[config.mk]
export PLATFORM = sky130hd
export DESIGN_NAME = double_ended_queue_with_search_top
export DESIGN_NICKNAME = d
export VERILOG_FILES = /design/src/hdl/dqs_pkg.sv /design/src/hdl/dqs_store.sv /design/src/hdl/double_ended_queue_with_search_top.sv
export SDC_FILE = /design/constraint.sdc
export NUM_CORES = 1
export LEC_CHECK = 0
export BUFFER_PORTS_ARGS = -buffer_cell sky130_fd_sc_hd__buf_2
export CAP_MARGIN = 20
export CORE_MARGIN = 3
export CORE_UTILIZATION = 40
export DETAILED_ROUTE_END_ITERATION = 7
export PLACE_DENSITY = 0.62
export RECOVER_POWER = 100
export SYNTH_ARGS = -nofsm -noshare
export SYNTH_HDL_FRONTEND = slang
export SYNTH_SLANG_ARGS = --single-unit
[constraint.sdc]
create_clock -name clock -period 8.5 [get_ports clock]
set_input_delay 0.85 -clock clock [delete_from_list [all_inputs] [get_ports clock]]
set_output_delay 0.85 -clock clock [all_outputs]
set_load 0.005 [all_outputs]
[src/hdl/dqs_pkg.sv]
package dqs_pkg;

   // Request function codes
   localparam logic [2:0] FUNC_PUSH_HEAD = 3'd0;
   localparam logic [2:0] FUNC_PUSH_TAIL = 3'd1;
   localparam logic [2:0] FUNC_POP_HEAD  = 3'd2;
   localparam logic [2:0] FUNC_POP_TAIL  = 3'd3;
   localparam logic [2:0] FUNC_SEARCH    = 3'd4;

   // Result status codes
   localparam logic [1:0] ST_DONE      = 2'd0;
   localparam logic [1:0] ST_EMPTY     = 2'd1;
   localparam logic [1:0] ST_FULL      = 2'd2;
   localparam logic [1:0] ST_NOT_FOUND = 2'd3;

endpackage

[src/hdl/dqs_store.sv]
module dqs_store #(
   parameter int DEPTH      = 16,
   parameter int DATA_WIDTH = 32,
   localparam int AddrWidth = $clog2(DEPTH)
) (
   input  logic                  clock,
   input  logic                  wr_en,
   input  logic [AddrWidth-1:0]  wr_addr,
   input  logic [DATA_WIDTH-1:0] wr_data,
   input  logic [AddrWidth-1:0]  rd_addr,
   output logic [DATA_WIDTH-1:0] rd_data
);

   logic [DATA_WIDTH-1:0] slot_mem [DEPTH];
   logic [DATA_WIDTH-1:0] rd_data_ff;

   // One write port, one registered read port
   always_ff @(posedge clock) begin
      if (wr_en) begin
         slot_mem[wr_addr] <= wr_data;
      end
      rd_data_ff <= slot_mem[rd_addr];
   end

   assign rd_data = rd_data_ff;

endmodule

[src/hdl/double_ended_queue_with_search_top.sv]
// Channel   Direction  Handshake         Payload
// req       in         req_valid/stall   req_func, req_data_value
// rsp       out        rsp_valid/stall   rsp_status, rsp_popped_value,
//                                        rsp_found_position, rsp_entry_count
//
// Push, no-op and any full or empty case: the request passes S_EXEC, then S_OUT.
// Pop adds S_POP between them; the slot store has a registered read port.
// Search over n entries: one compare per cycle behind the slot read, in S_SEARCH,
// ending at the first match from the head or once all n entries have been compared.
// Synchronous active-high reset empties the queue; slot contents are not cleared.
// A stalled result waits in the output register while the next request is taken.
module double_ended_queue_with_search_top
   import dqs_pkg::*;
#(
   parameter int DEPTH      = 16,
   parameter int DATA_WIDTH = 32
) (
   input  logic               clock,
   input  logic               reset,
   input  logic               req_valid,
   output logic               req_stall,
   input  logic [2:0]         req_func,
   input  logic signed [31:0] req_data_value,
   output logic               rsp_valid,
   input  logic               rsp_stall,
   output logic [1:0]         rsp_status,
   output logic signed [31:0] rsp_popped_value,
   output logic [3:0]         rsp_found_position,
   output logic [4:0]         rsp_entry_count
);

   localparam int IW = $clog2(DEPTH);
   localparam int CW = $clog2(DEPTH + 1);
   localparam int SW = IW + 1;

   typedef enum logic [2:0] {
      S_IDLE,
      S_EXEC,
      S_POP,
      S_SEARCH,
      S_OUT
   } state_type;

   state_type             state_ff;
   logic [2:0]            func_ff;
   logic [DATA_WIDTH-1:0] value_ff;
   logic [IW-1:0]         head_ff;
   logic [CW-1:0]         count_ff;
   logic [IW-1:0]         ptr_ff;
   logic [CW-1:0]         idx_ff;
   logic                  cmp_valid_ff;
   logic [IW-1:0]         cmp_pos_ff;
   logic [1:0]            res_status_ff;
   logic [DATA_WIDTH-1:0] res_popped_ff;
   logic [IW-1:0]         res_pos_ff;
   logic                  rsp_valid_ff;
   logic [1:0]            rsp_status_ff;
   logic [31:0]           rsp_popped_ff;
   logic [3:0]            rsp_pos_ff;
   logic [4:0]            rsp_count_ff;

   logic                  is_full;
   logic                  is_empty;
   logic [SW-1:0]         tail_sum;
   logic [SW-1:0]         last_sum;
   logic [IW-1:0]         tail_next;
   logic [IW-1:0]         tail_last;
   logic [IW-1:0]         head_dec;
   logic [IW-1:0]         head_inc;
   logic [IW-1:0]         ptr_inc;
   logic                  issue_ok;
   logic                  hit;
   logic                  wr_en;
   logic [IW-1:0]         wr_addr;
   logic [IW-1:0]         rd_addr;
   logic [DATA_WIDTH-1:0] rd_data;
   logic                  out_free;

   // Occupancy and circular index arithmetic
   assign is_full   = (count_ff == CW'(DEPTH));
   assign is_empty  = (count_ff == '0);
   assign tail_sum  = SW'(head_ff) + SW'(count_ff);
   assign last_sum  = tail_sum - SW'(1);
   assign tail_next = (tail_sum >= SW'(DEPTH)) ? IW'(tail_sum - SW'(DEPTH)) : IW'(tail_sum);
   assign tail_last = (last_sum >= SW'(DEPTH)) ? IW'(last_sum - SW'(DEPTH)) : IW'(last_sum);
   assign head_dec  = (head_ff == '0) ? IW'(DEPTH - 1) : head_ff - IW'(1);
   assign head_inc  = (head_ff == IW'(DEPTH - 1)) ? '0 : head_ff + IW'(1);
   assign ptr_inc   = (ptr_ff == IW'(DEPTH - 1)) ? '0 : ptr_ff + IW'(1);

   // Search walk: issue the next slot read, compare the previous one
   assign issue_ok = (idx_ff < count_ff);
   assign hit      = cmp_valid_ff && (rd_data == value_ff);

   // Store port control
   assign wr_en   = (state_ff == S_EXEC) && !is_full &&
                    ((func_ff == FUNC_PUSH_HEAD) || (func_ff == FUNC_PUSH_TAIL));
   assign wr_addr = (func_ff == FUNC_PUSH_HEAD) ? head_dec : tail_next;
   assign rd_addr = (state_ff == S_SEARCH)       ? ptr_ff  :
                    (func_ff == FUNC_POP_HEAD)   ? head_ff : tail_last;

   assign out_free = !rsp_valid_ff || !rsp_stall;

   dqs_store #(
      .DEPTH      (DEPTH),
      .DATA_WIDTH (DATA_WIDTH)
   ) u_store (
      .clock   (clock),
      .wr_en   (wr_en),
      .wr_addr (wr_addr),
      .wr_data (value_ff),
      .rd_addr (rd_addr),
      .rd_data (rd_data)
   );

   // Sequencer, queue state and output register
   always_ff @(posedge clock) begin
      if (reset) begin
         state_ff     <= S_IDLE;
         head_ff      <= '0;
         count_ff     <= '0;
         cmp_valid_ff <= 1'b0;
         rsp_valid_ff <= 1'b0;
      end else begin
         // output register: set on load, cleared once transferred
         if ((state_ff == S_OUT) && out_free) begin
            rsp_valid_ff <= 1'b1;
         end else if (rsp_valid_ff && !rsp_stall) begin
            rsp_valid_ff <= 1'b0;
         end
         unique case (state_ff)
            S_IDLE: begin
               if (req_valid) begin
                  func_ff  <= req_func;
                  value_ff <= DATA_WIDTH'($unsigned(req_data_value));
                  state_ff <= S_EXEC;
               end
            end
            S_EXEC: begin
               res_popped_ff <= '0;
               res_pos_ff    <= '0;
               case (func_ff)
                  FUNC_PUSH_HEAD: begin
                     res_status_ff <= is_full ? ST_FULL : ST_DONE;
                     state_ff      <= S_OUT;
                     if (!is_full) begin
                        head_ff  <= head_dec;
                        count_ff <= count_ff + CW'(1);
                     end
                  end
                  FUNC_PUSH_TAIL: begin
                     res_status_ff <= is_full ? ST_FULL : ST_DONE;
                     state_ff      <= S_OUT;
                     if (!is_full) begin
                        count_ff <= count_ff + CW'(1);
                     end
                  end
                  FUNC_POP_HEAD, FUNC_POP_TAIL: begin
                     res_status_ff <= is_empty ? ST_EMPTY : ST_DONE;
                     state_ff      <= is_empty ? S_OUT : S_POP;
                  end
                  FUNC_SEARCH: begin
                     ptr_ff       <= head_ff;
                     idx_ff       <= '0;
                     cmp_valid_ff <= 1'b0;
                     state_ff     <= S_SEARCH;
                  end
                  default: begin
                     res_status_ff <= ST_DONE;
                     state_ff      <= S_OUT;
                  end
               endcase
            end
            S_POP: begin
               res_popped_ff <= rd_data;
               count_ff      <= count_ff - CW'(1);
               if (func_ff == FUNC_POP_HEAD) begin
                  head_ff <= head_inc;
               end
               state_ff <= S_OUT;
            end
            S_SEARCH: begin
               if (hit) begin
                  res_status_ff <= ST_DONE;
                  res_pos_ff    <= cmp_pos_ff;
                  state_ff      <= S_OUT;
               end else if (!issue_ok && !cmp_valid_ff) begin
                  res_status_ff <= ST_NOT_FOUND;
                  state_ff      <= S_OUT;
               end else begin
                  cmp_valid_ff <= issue_ok;
                  cmp_pos_ff   <= IW'(idx_ff);
                  idx_ff       <= idx_ff + CW'(1);
                  ptr_ff       <= ptr_inc;
               end
            end
            S_OUT: begin
               if (out_free) begin
                  rsp_status_ff <= res_status_ff;
                  rsp_popped_ff <= 32'(res_popped_ff);
                  rsp_pos_ff    <= 4'(res_pos_ff);
                  rsp_count_ff  <= 5'(count_ff);
                  state_ff      <= S_IDLE;
               end
            end
            default: begin
               state_ff <= S_IDLE;
            end
         endcase
      end
   end

   assign req_stall          = (state_ff != S_IDLE);
   assign rsp_valid          = rsp_valid_ff;
   assign rsp_status         = rsp_status_ff;
   assign rsp_popped_value   = rsp_popped_ff;
   assign rsp_found_position = rsp_pos_ff;
   assign rsp_entry_count    = rsp_count_ff;

endmodule
==> Implementation_results.wiki, run 1 <==
{| class="wikitable"
! Metric !! Value
|-
| Area growth from synthesis to layout || 12.7%
|-
| Clock power share || about a third
|-
| Number of antenna violations at the first check in global routing || 0
|-
| Launching point of the worst reg2reg path || head_ff[0]
|-
| Power share of the sequential group || between 40% and 50%
|-
| Setup Fix Bufs, Post-CTS || 0
|-
| Count of TritonRoute iterations in the first routing pass || 5
|-
| Detail Route Antenna Nets || 0
|-
| Post-synthesis net count || ~1800
|-
| Final setup viols || 0
|-
| Via total after detailed routing || about 15000
|-
| Outcome || complete, but fails checks
|-
| Wirelength, routed || 64800 um
|-
| Final hold vios || 0
|-
| Global-route wire length before repair || 96800 um
|-
| Part of the Yosys area used for sequential elements || about 73%
|-
| Reported max-cap violation count || 30
|-
| Synthesis warning total || 0
|-
| Endpoint arrival time on the critical path || a little under 7000 ps
|-
| Sinks on the clock net || 687
|-
| Power Internal || approximately 6500 uW
|-
| Launch point of the critical path || head_ff[0]
|-
| Routed wire per std cell || ~23 um
|-
| Most common cell after layout, fill and taps aside || sky130_fd_sc_hd__edfxtp_1
|-
| Pin count of the biggest net entering global routing || 120
|-
| Net load switching power || around 2400 uW
|-
| Count of standard-cell rows || between 90 and 100
|-
| Die boundary width || between 200 and 300 um
|-
| Hold Path Origin || res_pos_ff[1]
|-
| Area inside the core boundary || 67900 um^2
|-
| Clock tree from TritonCTS || built
|-
| Kind of path behind the tightest hold check || flop to flop
|-
| DRT iter0 DRCs || about 1600
|-
| Root buffer selected by CTS || sky130_fd_sc_hd__clkbuf_16
|-
| Fin crit share || between 70% and 80%
|-
| Die Y || between 200 and 300 um
|-
| Sort of element at the end of the critical path || flop
|-
| Unique cell type count in the Yosys netlist || between 50 and 60
|-
| Count of unresolved DRC violations after routing || 0
|-
| Most frequent cells in the layout || sky130_fd_sc_hd__edfxtp_1 (641), sky130_fd_sc_hd__mux2i_1 (194), sky130_fd_sc_hd__o21ai_0 (140), sky130_fd_sc_hd__nand2_1 (88), sky130_fd_sc_hd__clkbuf_16 (77)
|-
| Violated checks || capacitance limit, slew limit
|-
| Total gr overflow || 0
|-
| Area contributors post-synth || sky130_fd_sc_hd__edfxtp_1 (69%), sky130_fd_sc_hd__mux2i_1 (7.0%), sky130_fd_sc_hd__dfxtp_1 (3.3%)
|-
| Critical path class || flop to flop
|-
| Period minus WS final || between 6000 and 7000 ps
|-
| Rel. slew slack || -116%
|-
| Data required time at the worst endpoint || around 9000 ps
|-
| I/O pin count || 84
|-
| Nets || 1842
|-
| Worst-path clk slew || about 60 ps
|-
| Area share of the largest cell type after synthesis || 69.4%
|-
| Highest attainable clock frequency || 158 MHz
|-
| H-tree levels || 3
|-
| Actual slew at the worst max-slew pin || approximately 3200 ps
|-
| Average vias per placed instance || 5.50
|-
| Post-synth EDFFs || 641
|-
| Type of element launching the critical path || flop
|-
| Share of synthesized registers carrying an async set or reset || 0%
|-
| Mean cell area of the mapped netlist || approximately 16 um^2
|-
| Total negative slack || 0 ps
|-
| Share of final-layout standard cells stronger than drive strength 1 || a little under an eighth
|-
| Count of input and output buffers || just over 80
|-
| CTS max path bufs || 3
|-
| Later-pin clock latency in the skew report || 610 ps
|-
| Library cell occupying the most area in the post-synthesis netlist || sky130_fd_sc_hd__edfxtp_1
|-
| Num CTS Buffers || 73
|-
| Power per cell area || around 290 nW/um^2
|-
| Routability Congestion || around 0.78
|-
| Summed instance area of the synthesized netlist || roughly 28000 um^2
|-
| Die ar. || slightly above 70000 um^2
|-
| Cells after synthesis || 1719
|-
| Setup repair after global routing missed its margin || false
|-
| HPWL after DPL || roughly 34000 um
|-
| Via count of the first global-routing pass || approximately 15000
|-
| Quantity of hold-fixing buffers added after cts || 0
|-
| Leak pwr || around 0.011 uW
|-
| Final number of max-transition violations || 789
|-
| Proportion of power drawn by combinational gates || 21.0%
|-
| Post-synthesis sequential element count || between 600 and 700
|-
| Post-route core utilization || 46.0%
|-
| Switching Share || between 20 and 30%
|-
| Critical path peak fanout || a little under 90
|-
| Initial Util || 40.8%
|-
| Reg-to-reg slack, setup || approximately 2200 ps
|-
| Global-route total usage across every layer || 17.6%
|-
| Antenna diode count || 0
|-
| VDD IR-drop max || 0.000199 V
|-
| Top flip-flop cell by instance count after synthesis || sky130_fd_sc_hd__edfxtp_1
|-
| Clk_skew || approximately 19 ps
|-
| Number of gates resized after cts || 0
|}
[synth_stat cells, types with 3 or more instances]
cell,instances
sky130_fd_sc_hd__nand2_1,89
sky130_fd_sc_hd__nor2_1,42
sky130_fd_sc_hd__inv_1,13
sky130_fd_sc_hd__buf_1,10
sky130_fd_sc_hd__nand4_1,6
sky130_fd_sc_hd__a2bb2oi_1,64
sky130_fd_sc_hd__nor2b_1,6
sky130_fd_sc_hd__a31oi_1,7
sky130_fd_sc_hd__buf_6,12
sky130_fd_sc_hd__buf_4,3
sky130_fd_sc_hd__a21oi_1,17
sky130_fd_sc_hd__and2_1,40
sky130_fd_sc_hd__edfxtp_1,641
sky130_fd_sc_hd__nor4_1,3
sky130_fd_sc_hd__clkbuf_1,73
sky130_fd_sc_hd__dfxtp_1,46
sky130_fd_sc_hd__xor2_1,8
sky130_fd_sc_hd__a32oi_1,64
sky130_fd_sc_hd__ha_1,15
sky130_fd_sc_hd__mux2i_1,194
sky130_fd_sc_hd__nor3_1,5
sky130_fd_sc_hd__mux4_2,32
sky130_fd_sc_hd__a211oi_1,6
sky130_fd_sc_hd__xnor2_1,38
sky130_fd_sc_hd__nand2b_1,3
sky130_fd_sc_hd__o21ai_0,140
sky130_fd_sc_hd__and3_1,3
sky130_fd_sc_hd__a21o_1,6
sky130_fd_sc_hd__nand3_1,72
sky130_fd_sc_hd__buf_2,23
[through the flow]
stage	power, uW	worst slack (ps)	cell area (um^2)	std cells	hold slack, ps
2_1_floorplan	5460	4700	27700	1719	400
3_3_place_gp	5890	3750	29100	2632	401
3_5_place_dp	5930	3670	29100	2632	405
4_1_cts	9020	3630	31400	2764	378
5_1_grt	9340	1790	31300	2764	393
6_report	8950	2170	31300	2764	411
[registers in the layout, summed over array words and instances (netlist names)]
signal,cells
cmp_pos_ff,4
cmp_valid_ff,1
count_ff,5
func_ff,3
head_ff,4
idx_ff,5
ptr_ff,4
res_popped_ff,32
res_pos_ff,4
res_status_ff,2
rsp_entry_count,5
rsp_found_position,4
rsp_popped_value,32
rsp_status,2
rsp_valid,1
state_ff,3
u_store.rd_data,32
u_store.slot_mem,512
value_ff,32
[path summary, 6_finish.rpt]
check | to | depth (start not counted)
setup reg to reg | u_store.rd_data[30] | 11
hold reg to reg | rsp_found_position[1] | 0
hold / removal | rsp_found_position[1] | 0
setup / recovery | u_store.rd_data[30] | 11
[cells by family after synthesis]
logic type,synth area share [%]
adders and majority gates,0.821
buffers and inverters,2.35
muxes,9.68
xor gates and xnor gates,1.62
and+or+nand+nor,4.97
DFF,72.7
AOI/OAI and AO/OA,7.81
[layer usage]
layer  global-route usage [%]  routed length [um]
met4                     6.22                1730
met1                     24.0               28400
met2                     28.5               30900
met5                        0                   0
met3                     3.17                3710
[critical path, stage by stage (launching register included)]
cell and delay, ps:
sky130_fd_sc_hd__dfxtp_1 400, sky130_fd_sc_hd__ha_1 270, sky130_fd_sc_hd__fa_1 540, sky130_fd_sc_hd__inv_1 70
sky130_fd_sc_hd__ha_1 340, sky130_fd_sc_hd__a211o_2 300, sky130_fd_sc_hd__buf_4 400, sky130_fd_sc_hd__nand2_2 2200
sky130_fd_sc_hd__buf_4 870, sky130_fd_sc_hd__mux2i_1 160, sky130_fd_sc_hd__mux4_2 500, sky130_fd_sc_hd__mux2i_1 140
[power groups by stage]
stage                     clock network [uW]  logic [uW]  registers [uW]
final                                   3080        1880            3990
after global routing                    3290        2030            4010
after detailed placement                   0        1870            4060
after floorplan                            0        1470            3990
after global placement                     0        1840            4060
after CTS                               3150        1870            3990
[area by class of cell]
cell class,instances,area [um^2]
Fill cell,5830,36600
Tap cell,921,1150
Sequential cell,687,20200
Clock inverter,29,251
Inverter,14,52.6
Clock buffer,103,2060
Multi-Input combinational cell,896,7020
Timing Repair Buffer,114,539
No activity file was read; power rests on OpenSTA's default activity.
==> inputs of run 2 (changes only) <==
--- a/config.mk
+++ b/config.mk
@@ -5,12 +5,13 @@
 export SDC_FILE = /design/constraint.sdc
 export NUM_CORES = 1
 export LEC_CHECK = 0
+export ABC_AREA = 1
 export BUFFER_PORTS_ARGS = -buffer_cell sky130_fd_sc_hd__buf_2
 export CAP_MARGIN = 20
 export CORE_MARGIN = 3
 export CORE_UTILIZATION = 40
 export DETAILED_ROUTE_END_ITERATION = 7
-export PLACE_DENSITY = 0.62
+export PLACE_DENSITY = 0.64
 export RECOVER_POWER = 100
 export SYNTH_ARGS = -nofsm -noshare
 export SYNTH_HDL_FRONTEND = slang
==> constraint.sdc (replaced) <==
create_clock -name clock -period 5.8 [get_ports clock]
set_input_delay 0.58 -clock clock [delete_from_list [all_inputs] [get_ports clock]]
set_output_delay 0.58 -clock clock [all_outputs]
set_load 0.005 [all_outputs]
==> run 2 against run 1 <==
  * Routed wire length up 8.1%
  * Power rose by 53%
  * Die area grew 0.32%
  * First-iteration DRC count grew 20%
  * The run still ends with capacitance limit, slew limit left
  * Setup slack got worse by 1100 ps
  * Design area rose by 0.37%
  * Critical path type unchanged
  * Synthesized area grew 0.33%
  * Critical path depth down 2
  * Maximum frequency is 33% higher
  * Global-route usage up 1.5 points
  * Combinational power up 73%
==> Implementation_results.wiki, run 2 <==
{| class="wikitable"
! Metric !! Value
|-
| Top delay family on crit path || simple AND/OR/NAND/NOR gates
|-
| Power per cell area || about 440 nW/um^2
|-
| Sinks on the clock net || between 600 and 700
|-
| CTS max path bufs || 3
|-
| Die Y || 270 um
|-
| Synth Area in Compound Gates || under 10%
|-
| Critical path class || flop to flop
|-
| Post-synth EDFFs || approximately 640
|-
| Global-route total usage across every layer || about a fifth
|-
| Post-route core utilization || 45.7%
|-
| Buffering stage count on the worst path with inverters included || 3
|-
| Count of input and output buffers || 83
|-
| Post-synthesis net count || 2397
|-
| Count of TritonRoute iterations in the first routing pass || 6
|-
| Highest attainable clock frequency || ~210 MHz
|-
| Critical path peak fanout || 17
|-
| Setup Fix Bufs, Post-CTS || 0
|-
| Final setup viols || 0
|-
| Clk_skew || roughly 16 ps
|-
| Synthesized-area fraction occupied by adder cells || less than 1%
|-
| Synthesis warning total || 0
|-
| VDD IR-drop max || 0.000327 V
|-
| Dominant combinational cell family by area after synthesis || simple AND/OR/NAND/NOR gates
|-
| Type of element launching the critical path || flop
|-
| Library cell occupying the most area in the post-synthesis netlist || sky130_fd_sc_hd__edfxtp_1
|-
| Endpoint arrival time on the critical path || around 5000 ps
|-
| Leak pwr || between 0.01 and 0.015 uW
|-
| Proportion of power drawn by combinational gates || between 20% and 30%
|-
| HPWL after DPL || around 37000 um
|-
| Fin crit share || between 80 and 90%
|-
| Later-pin clock latency in the skew report || roughly 620 ps
|-
| Cells after synthesis || between 2000 and 2500
|-
| Area inside the core boundary || 68700 um^2
|-
| Post-synthesis sequential element count || just under 700
|-
| Cell Count, Final, Fillers Out || around 3400
|-
| Data required time at the worst endpoint || ~6100 ps
|-
| Part of the Yosys area used for sequential elements || 72.5%
|-
| Area share of the largest cell type after synthesis || 69.2%
|-
| Worst-path clk slew || ~70 ps
|-
| Pin count of the biggest net entering global routing || roughly 220
|-
| Die boundary width || roughly 270 um
|-
| Top flip-flop cell by instance count after synthesis || sky130_fd_sc_hd__edfxtp_1
|-
| Critical path's largest stage delay || just under 2000 ps
|-
| Share of synthesized registers carrying an async set or reset || 0%
|-
| Antenna diode count || 0
|-
| Area contributors post-synth || sky130_fd_sc_hd__edfxtp_1 (69%), sky130_fd_sc_hd__nand3_1 (12%), sky130_fd_sc_hd__nand2_1 (7.1%)
|-
| Total placed cells including tap cells || between 3000 and 4000
|-
| I/O pin count || between 80 and 90
|-
| Net load switching power || between 4000 and 5000 uW
|-
| Number of gates resized after cts || 0
|-
| Violated checks || capacitance limit, slew limit
|-
| Reported max-cap violation count || 13
|-
| Wirelength, routed || around 70000 um
|-
| Summed instance area of the synthesized netlist || around 28000 um^2
|-
| H-tree levels || 3
|-
| Reg with most FFs || u_store.slot_mem
|-
| Setup repair after global routing missed its margin || false
|-
| Library cell with the highest instance count after synthesis || sky130_fd_sc_hd__nand3_1
|-
| Switching Share || 32.1%
|-
| Count of unresolved DRC violations after routing || 0
|-
| Sort of element at the end of the critical path || flop
|-
| Number of flip-flops in the largest register || slightly above 500
|-
| Parity-gate share of the synthesized area counting xor and xnor cells || 0.598%
|-
| Initial Util || between 40% and 50%
|-
| Area growth from synthesis to layout || 12.8%
|-
| Final hold vios || 0
|-
| Via count of the first global-routing pass || 18100
|-
| Post-synthesis simple-gate area fraction || between 20% and 30%
|-
| Power share of the sequential group || about 43%
|-
| Share of final-layout standard cells stronger than drive strength 1 || roughly 8.0%
|-
| DRT iter0 DRCs || just under 2000
|-
| Ordered list of cells on the worst path || inv_1, nor2_1, clkinvlp_2, nor2_1, nand2_1, nor2_1, nand3_1, nor2_1, buf_4
|-
| Slowest stage cell, crit path || sky130_fd_sc_hd__nor2_1
|-
| Routed wire per std cell || a little over 20 um
|-
| Power Internal || 9320 uW
|-
| Clock tree from TritonCTS || built
|-
| Detail Route Antenna Nets || 0
|-
| Via total after detailed routing || approximately 18000
|-
| Total negative slack || 0 ps
|-
| Nets || around 2400
|-
| Quantity of hold-fixing buffers added after cts || 0
|-
| Die ar. || 72700 um^2
|-
| Routability Congestion || about 0.84
|-
| Number of antenna violations at the first check in global routing || 0
|-
| Average vias per placed instance || 5.35
|-
| Clock power share || between 30% and 40%
|-
| Most common cell after layout, fill and taps aside || sky130_fd_sc_hd__nand3_1
|-
| Final number of max-transition violations || 520
|-
| Rel. slew slack || -97.9%
|-
| Num CTS Buffers || 74
|-
| Unique cell type count in the Yosys netlist || 39
|-
| Mean cell area of the mapped netlist || around 12 um^2
|-
| Root buffer selected by CTS || sky130_fd_sc_hd__clkbuf_16
|-
| Global-route wire length before repair || about 110000 um
|-
| Period minus WS final || ~4800 ps
|-
| Most frequent CP cell || sky130_fd_sc_hd__nor2_1
|-
| Multiplexer area fraction after synthesis || 0%
|-
| Actual slew at the worst max-slew pin || just under 3000 ps
|-
| Most frequent cells in the layout || sky130_fd_sc_hd__nand3_1 (660), sky130_fd_sc_hd__edfxtp_1 (641), sky130_fd_sc_hd__nand2_1 (526), sky130_fd_sc_hd__inv_1 (103), sky130_fd_sc_hd__nor2_1 (86)
|-
| Count of standard-cell rows || 96
|-
| Outcome || complete, but fails checks
|-
| Top cell types by occurrence after synthesis || sky130_fd_sc_hd__nand3_1 (661), sky130_fd_sc_hd__edfxtp_1 (641), sky130_fd_sc_hd__nand2_1 (526), sky130_fd_sc_hd__inv_1 (102), sky130_fd_sc_hd__buf_2 (96)
|-
| Total gr overflow || 0
|-
| Kind of path behind the tightest hold check || input pin to flop
|}
[run 2: changes by cell type after synthesis, moves of 12 or more]
| cell | previous run | this run |
|---|---|---|
| sky130_fd_sc_hd__mux4_2 | 32 | 0 |
| sky130_fd_sc_hd__clkbuf_1 | 73 | 28 |
| sky130_fd_sc_hd__nor2_1 | 42 | 95 |
| sky130_fd_sc_hd__xnor2_1 | 38 | 6 |
| sky130_fd_sc_hd__nand3_1 | 72 | 661 |
| sky130_fd_sc_hd__a32oi_1 | 64 | 0 |
| sky130_fd_sc_hd__buf_6 | 12 | 0 |
| sky130_fd_sc_hd__buf_2 | 23 | 96 |
| sky130_fd_sc_hd__mux2i_1 | 194 | 0 |
| sky130_fd_sc_hd__and2_1 | 40 | 0 |
| sky130_fd_sc_hd__a2bb2oi_1 | 64 | 0 |
| sky130_fd_sc_hd__inv_1 | 13 | 102 |
| sky130_fd_sc_hd__o21ai_0 | 140 | 35 |
| sky130_fd_sc_hd__nand2_1 | 89 | 526 |
[run 2: final timing paths]
kind	end	depth (start not counted)	startpoint	slack [ps]
worst max register to register	u_store.slot_mem[0][23]	9	state_ff[0]	1050
worst min register to register	rsp_popped_value[18]	0	res_popped_ff[18]	420
worst min-delay path	value_ff[8]	1	req_data_value[8]	130
worst max-delay path	u_store.slot_mem[0][23]	9	state_ff[0]	1050
[run 2: metal layers]
metal / global-route usage, % / share of wire, % / vias to the layer above
met3: 3.26 / 6.8 / 133
met2: 31.2 / 47 / 654
met4: 6.49 / 2.6 / 0
met1: 26.0 / 43 / 8916
li1: - / - / 8395
met5: 0 / 0 / -
[run 2: power groups by stage]
stage	registers (uW)	logic [uW]	clock network, uW
after global placement	5960	3200	0
after detailed placement	5970	3240	0
final	5870	3250	4600
after floorplan	5900	2380	0
after global routing	5900	3650	4900
after CTS	5870	3260	4700
[run 2: cell families (layout without fill, tap and decap cells)]
group | after synthesis | after routing
AO/OA/AOI/OAI | 71 | 71
AND/OR/NAND/NOR | 1299 | 1299
XOR/XNOR | 19 | 19
flip-flops | 687 | 687
buffers and inverters | 248 | 358
adder cells (fa/ha/maj) | 17 | 17
[run 2: per-stage QoR]
stage / hold slack (ps) / power (uW) / setup slack (ps) / instance area (um^2)
global placement: 408 / 9160 / 1920 / 29200
finish: 130 / 13700 / 1050 / 31400
global route: 104 / 14400 / 776 / 31400
floorplan: 400 / 8280 / 1560 / 27800
detailed placement: 407 / 9210 / 1890 / 29200
CTS: 94.3 / 13800 / 1860 / 31600
[run 2: final cells by class]
type	count	area, um^2
Inverter	108	410
Tap cell	931	1160
Sequential cell	687	20200
Timing Repair Buffer	116	571
Multi-Input combinational cell	1406	6690
Fill cell	6238	37300
Clock inverter	40	382
Clock buffer	94	1980
==> inputs of run 3 (changes only) <==
--- a/config.mk
+++ b/config.mk
@@ -5,7 +5,7 @@
 export SDC_FILE = /design/constraint.sdc
 export NUM_CORES = 1
 export LEC_CHECK = 0
-export ABC_AREA = 1
+export ABC_AREA = 0
 export BUFFER_PORTS_ARGS = -buffer_cell sky130_fd_sc_hd__buf_2
 export CAP_MARGIN = 20
 export CORE_MARGIN = 3
==> constraint.sdc (replaced) <==
create_clock -name clock -period 3.9 [get_ports clock]
set_input_delay 0.39 -clock clock [delete_from_list [all_inputs] [get_ports clock]]
set_output_delay 0.39 -clock clock [all_outputs]
set_load 0.005 [all_outputs]
==> run 3 against run 2 <==
  * The run still ends with capacitance limit, slew limit left
  * Clock skew grew 9.9 ps
  * Combinational power increased by 32%
  * Critical path depth rose by 1
  * Critical endpoint is now u_store.rd_data[5]
==> Implementation_results.wiki, run 3 (synthesis results as in run 1) <==
{| class="wikitable"
! Metric !! Value
|-
| Outcome || complete, but fails checks
|-
| Violated checks || capacitance limit, slew limit
|-
| H-tree levels || 3
|-
| Routability Congestion || a little over 0.8
|-
| Critical path's largest stage delay || ~550 ps
|-
| Area inside the core boundary || 67900 um^2
|-
| Global-route wire length before repair || roughly 100000 um
|-
| Most common cell after layout, fill and taps aside || sky130_fd_sc_hd__edfxtp_1
|-
| Final number of max-transition violations || 26
|-
| Highest attainable clock frequency || approximately 280 MHz
|-
| Critical path peak fanout || 37
|-
| Termination of the worst setup path || u_store.rd_data[5]
|-
| Rel. slew slack || -33.9%
|-
| Power per cell area || between 600 and 700 nW/um^2
|-
| Die Y || 269 um
|-
| Later-pin clock latency in the skew report || slightly above 600 ps
|-
| Count of unresolved DRC violations after routing || 0
|-
| Critical path class || flop to flop
|-
| Detail Route Antenna Nets || 0
|-
| Slowest stage cell, crit path || sky130_fd_sc_hd__fa_1
|-
| Share of final-layout standard cells stronger than drive strength 1 || 12.9%
|-
| Launch point of the critical path || head_ff[0]
|-
| Global-route total usage across every layer || 18.2%
|-
| Fill cell count || ~5800
|-
| Reported max-cap violation count || 1
|-
| End of the worst register-to-register path || u_store.rd_data[5]
|-
| Endpoint arrival time on the critical path || 4130 ps
|-
| DRT iter0 DRCs || around 1800
|-
| Type of element launching the critical path || flop
|-
| Initial Util || 40.8%
|-
| Setup repair after global routing missed its margin || false
|-
| Count of standard-cell rows || between 90 and 100
|-
| Total placed cells including tap cells || ~2700
|-
| Total negative slack || 0 ps
|-
| Reg-to-reg slack, setup || 300 ps
|-
| Area growth from synthesis to layout || 15.1%
|-
| Sinks on the clock net || just under 700
|-
| Average vias per placed instance || between 5 and 6
|-
| R2R depth || 10
|-
| Reg with most FFs || u_store.slot_mem
|-
| Clk_skew || 26.0 ps
|-
| Number of antenna violations at the first check in global routing || 1
|-
| Final setup viols || 0
|-
| Pin count of the biggest net entering global routing || 129
|-
| I/O pin count || 84
|-
| Actual slew at the worst max-slew pin || 2010 ps
|-
| Num CTS Buffers || about 70
|-
| Number of gates resized after cts || 0
|-
| Count of input and output buffers || 83
|-
| Total gr overflow || 0
|-
| Number of gates on the worst path with buffers counted || 10
|-
| CTS max path bufs || 3
|-
| Data required time at the worst endpoint || about 4400 ps
|-
| Worst-path clk slew || 60 ps
|-
| Clock tree from TritonCTS || built
|-
| Leak pwr || 0.0111 uW
|-
| Nets || 1901
|-
| Fin crit share || between 90% and 100%
|-
| Final hold vios || 0
|-
| Top delay family on crit path || adder cells
|-
| Routed wire per std cell || about 24 um
|-
| Die ar. || between 70000 and 80000 um^2
|-
| Buffering stage count on the worst path with inverters included || 2
|-
| Period minus WS final || ~3600 ps
|-
| Sort of element at the end of the critical path || flop
|-
| Quantity of hold-fixing buffers added after cts || 34
|-
| Kind of path behind the tightest hold check || input pin to flop
|-
| Via count of the first global-routing pass || around 16000
|-
| Ordered list of cells on the worst path || ha_1, fa_1, inv_1, ha_1, a211o_2, nand2_8, buf_6, mux2i_1, mux4_2, mux2i_1
|-
| Tightest hold margin || 129 ps
|-
| Root buffer selected by CTS || sky130_fd_sc_hd__clkbuf_16
|-
| Setup Fix Bufs, Post-CTS || 0
|-
| Most frequent cells in the layout || sky130_fd_sc_hd__edfxtp_1 (641), sky130_fd_sc_hd__mux2i_1 (194), sky130_fd_sc_hd__o21ai_0 (140), sky130_fd_sc_hd__nand2_1 (88)
|-
| Die boundary width || ~270 um
|-
| VDD IR-drop max || around 0.00036 V
|-
| Count of TritonRoute iterations in the first routing pass || 5
|-
| Launching point of the worst reg2reg path || head_ff[0]
|-
| HPWL after DPL || roughly 36000 um
|-
| Wirelength, routed || 67200 um
|-
| Number of flip-flops in the largest register || 512
|-
| Cell Count, Final, Fillers Out || 2823
|-
| Via total after detailed routing || between 15000 and 20000
|}
==> run 3: power by group <==
part           leakage, uW  total [uW]  internal [uW]  switching [uW]
sequential         0.00618        8670           8380             291
combinational      0.00379        4290           1940            2350
clock              0.00108        6520           3790            2730
total               0.0111       19500          14100            5370
==> run 3: tightest hold or removal path, stage by stage <==
cell and delay, ps:
sky130_fd_sc_hd__buf_2 110, sky130_fd_sc_hd__nand2_1 110, sky130_fd_sc_hd__o2bb2ai_1 70
==> run 3: metal layers <==
metal  vias to the layer above  track usage [%]  routed length [um]
li1                       7007                -                   -
met1                      7964             24.5               28600
met2                       604             29.3               31800
met3                       114             3.97                4780
met4                         0             6.41                1950
met5                         -                0                   0
==> run 3: through the flow <==
| step | total power, uW | utilization (%) | worst slack, ps | area [um^2] |
|---|---|---|---|---|
| 2_1_floorplan | 11900 | - | 464 | 27700 |
| 3_3_place_gp | 13000 | 43.7 | 522 | 29700 |
| 3_5_place_dp | 13100 | 43.7 | 430 | 29700 |
| 4_1_cts | 19700 | 47.5 | 415 | 32200 |
| 5_1_grt | 20300 | 47.0 | 156 | 31900 |
| 6_report | 19500 | 47.0 | 297 | 31900 |
==> run 3: final cells by class <==
class | instances | area [um^2] | area share, %
Sequential cell | 687 | 20200 | 63.2
Clock inverter | 23 | 205 | 0.643
Antenna cell | 2 | 5.00 | 0.0157
Multi-Input combinational cell | 896 | 7040 | 22.1
Timing Repair Buffer | 175 | 1260 | 3.96
Tap cell | 921 | 1150 | 3.61
Clock buffer | 105 | 2020 | 6.32
Inverter | 14 | 52.6 | 0.165
==> run 3: how the worst min path moves through the flow <==
stage,slack (ps),end,start,depth (start not counted)
detailed placement,410,rsp_popped_value[19],res_popped_ff[19],0
CTS,20,value_ff[12],req_data_value[12],1
finish,130,state_ff[2],rsp_stall,3
floorplan,400,rsp_found_position[0],res_pos_ff[0],0
global route,110,state_ff[2],rsp_stall,3
global placement,400,rsp_found_position[0],res_pos_ff[0],0
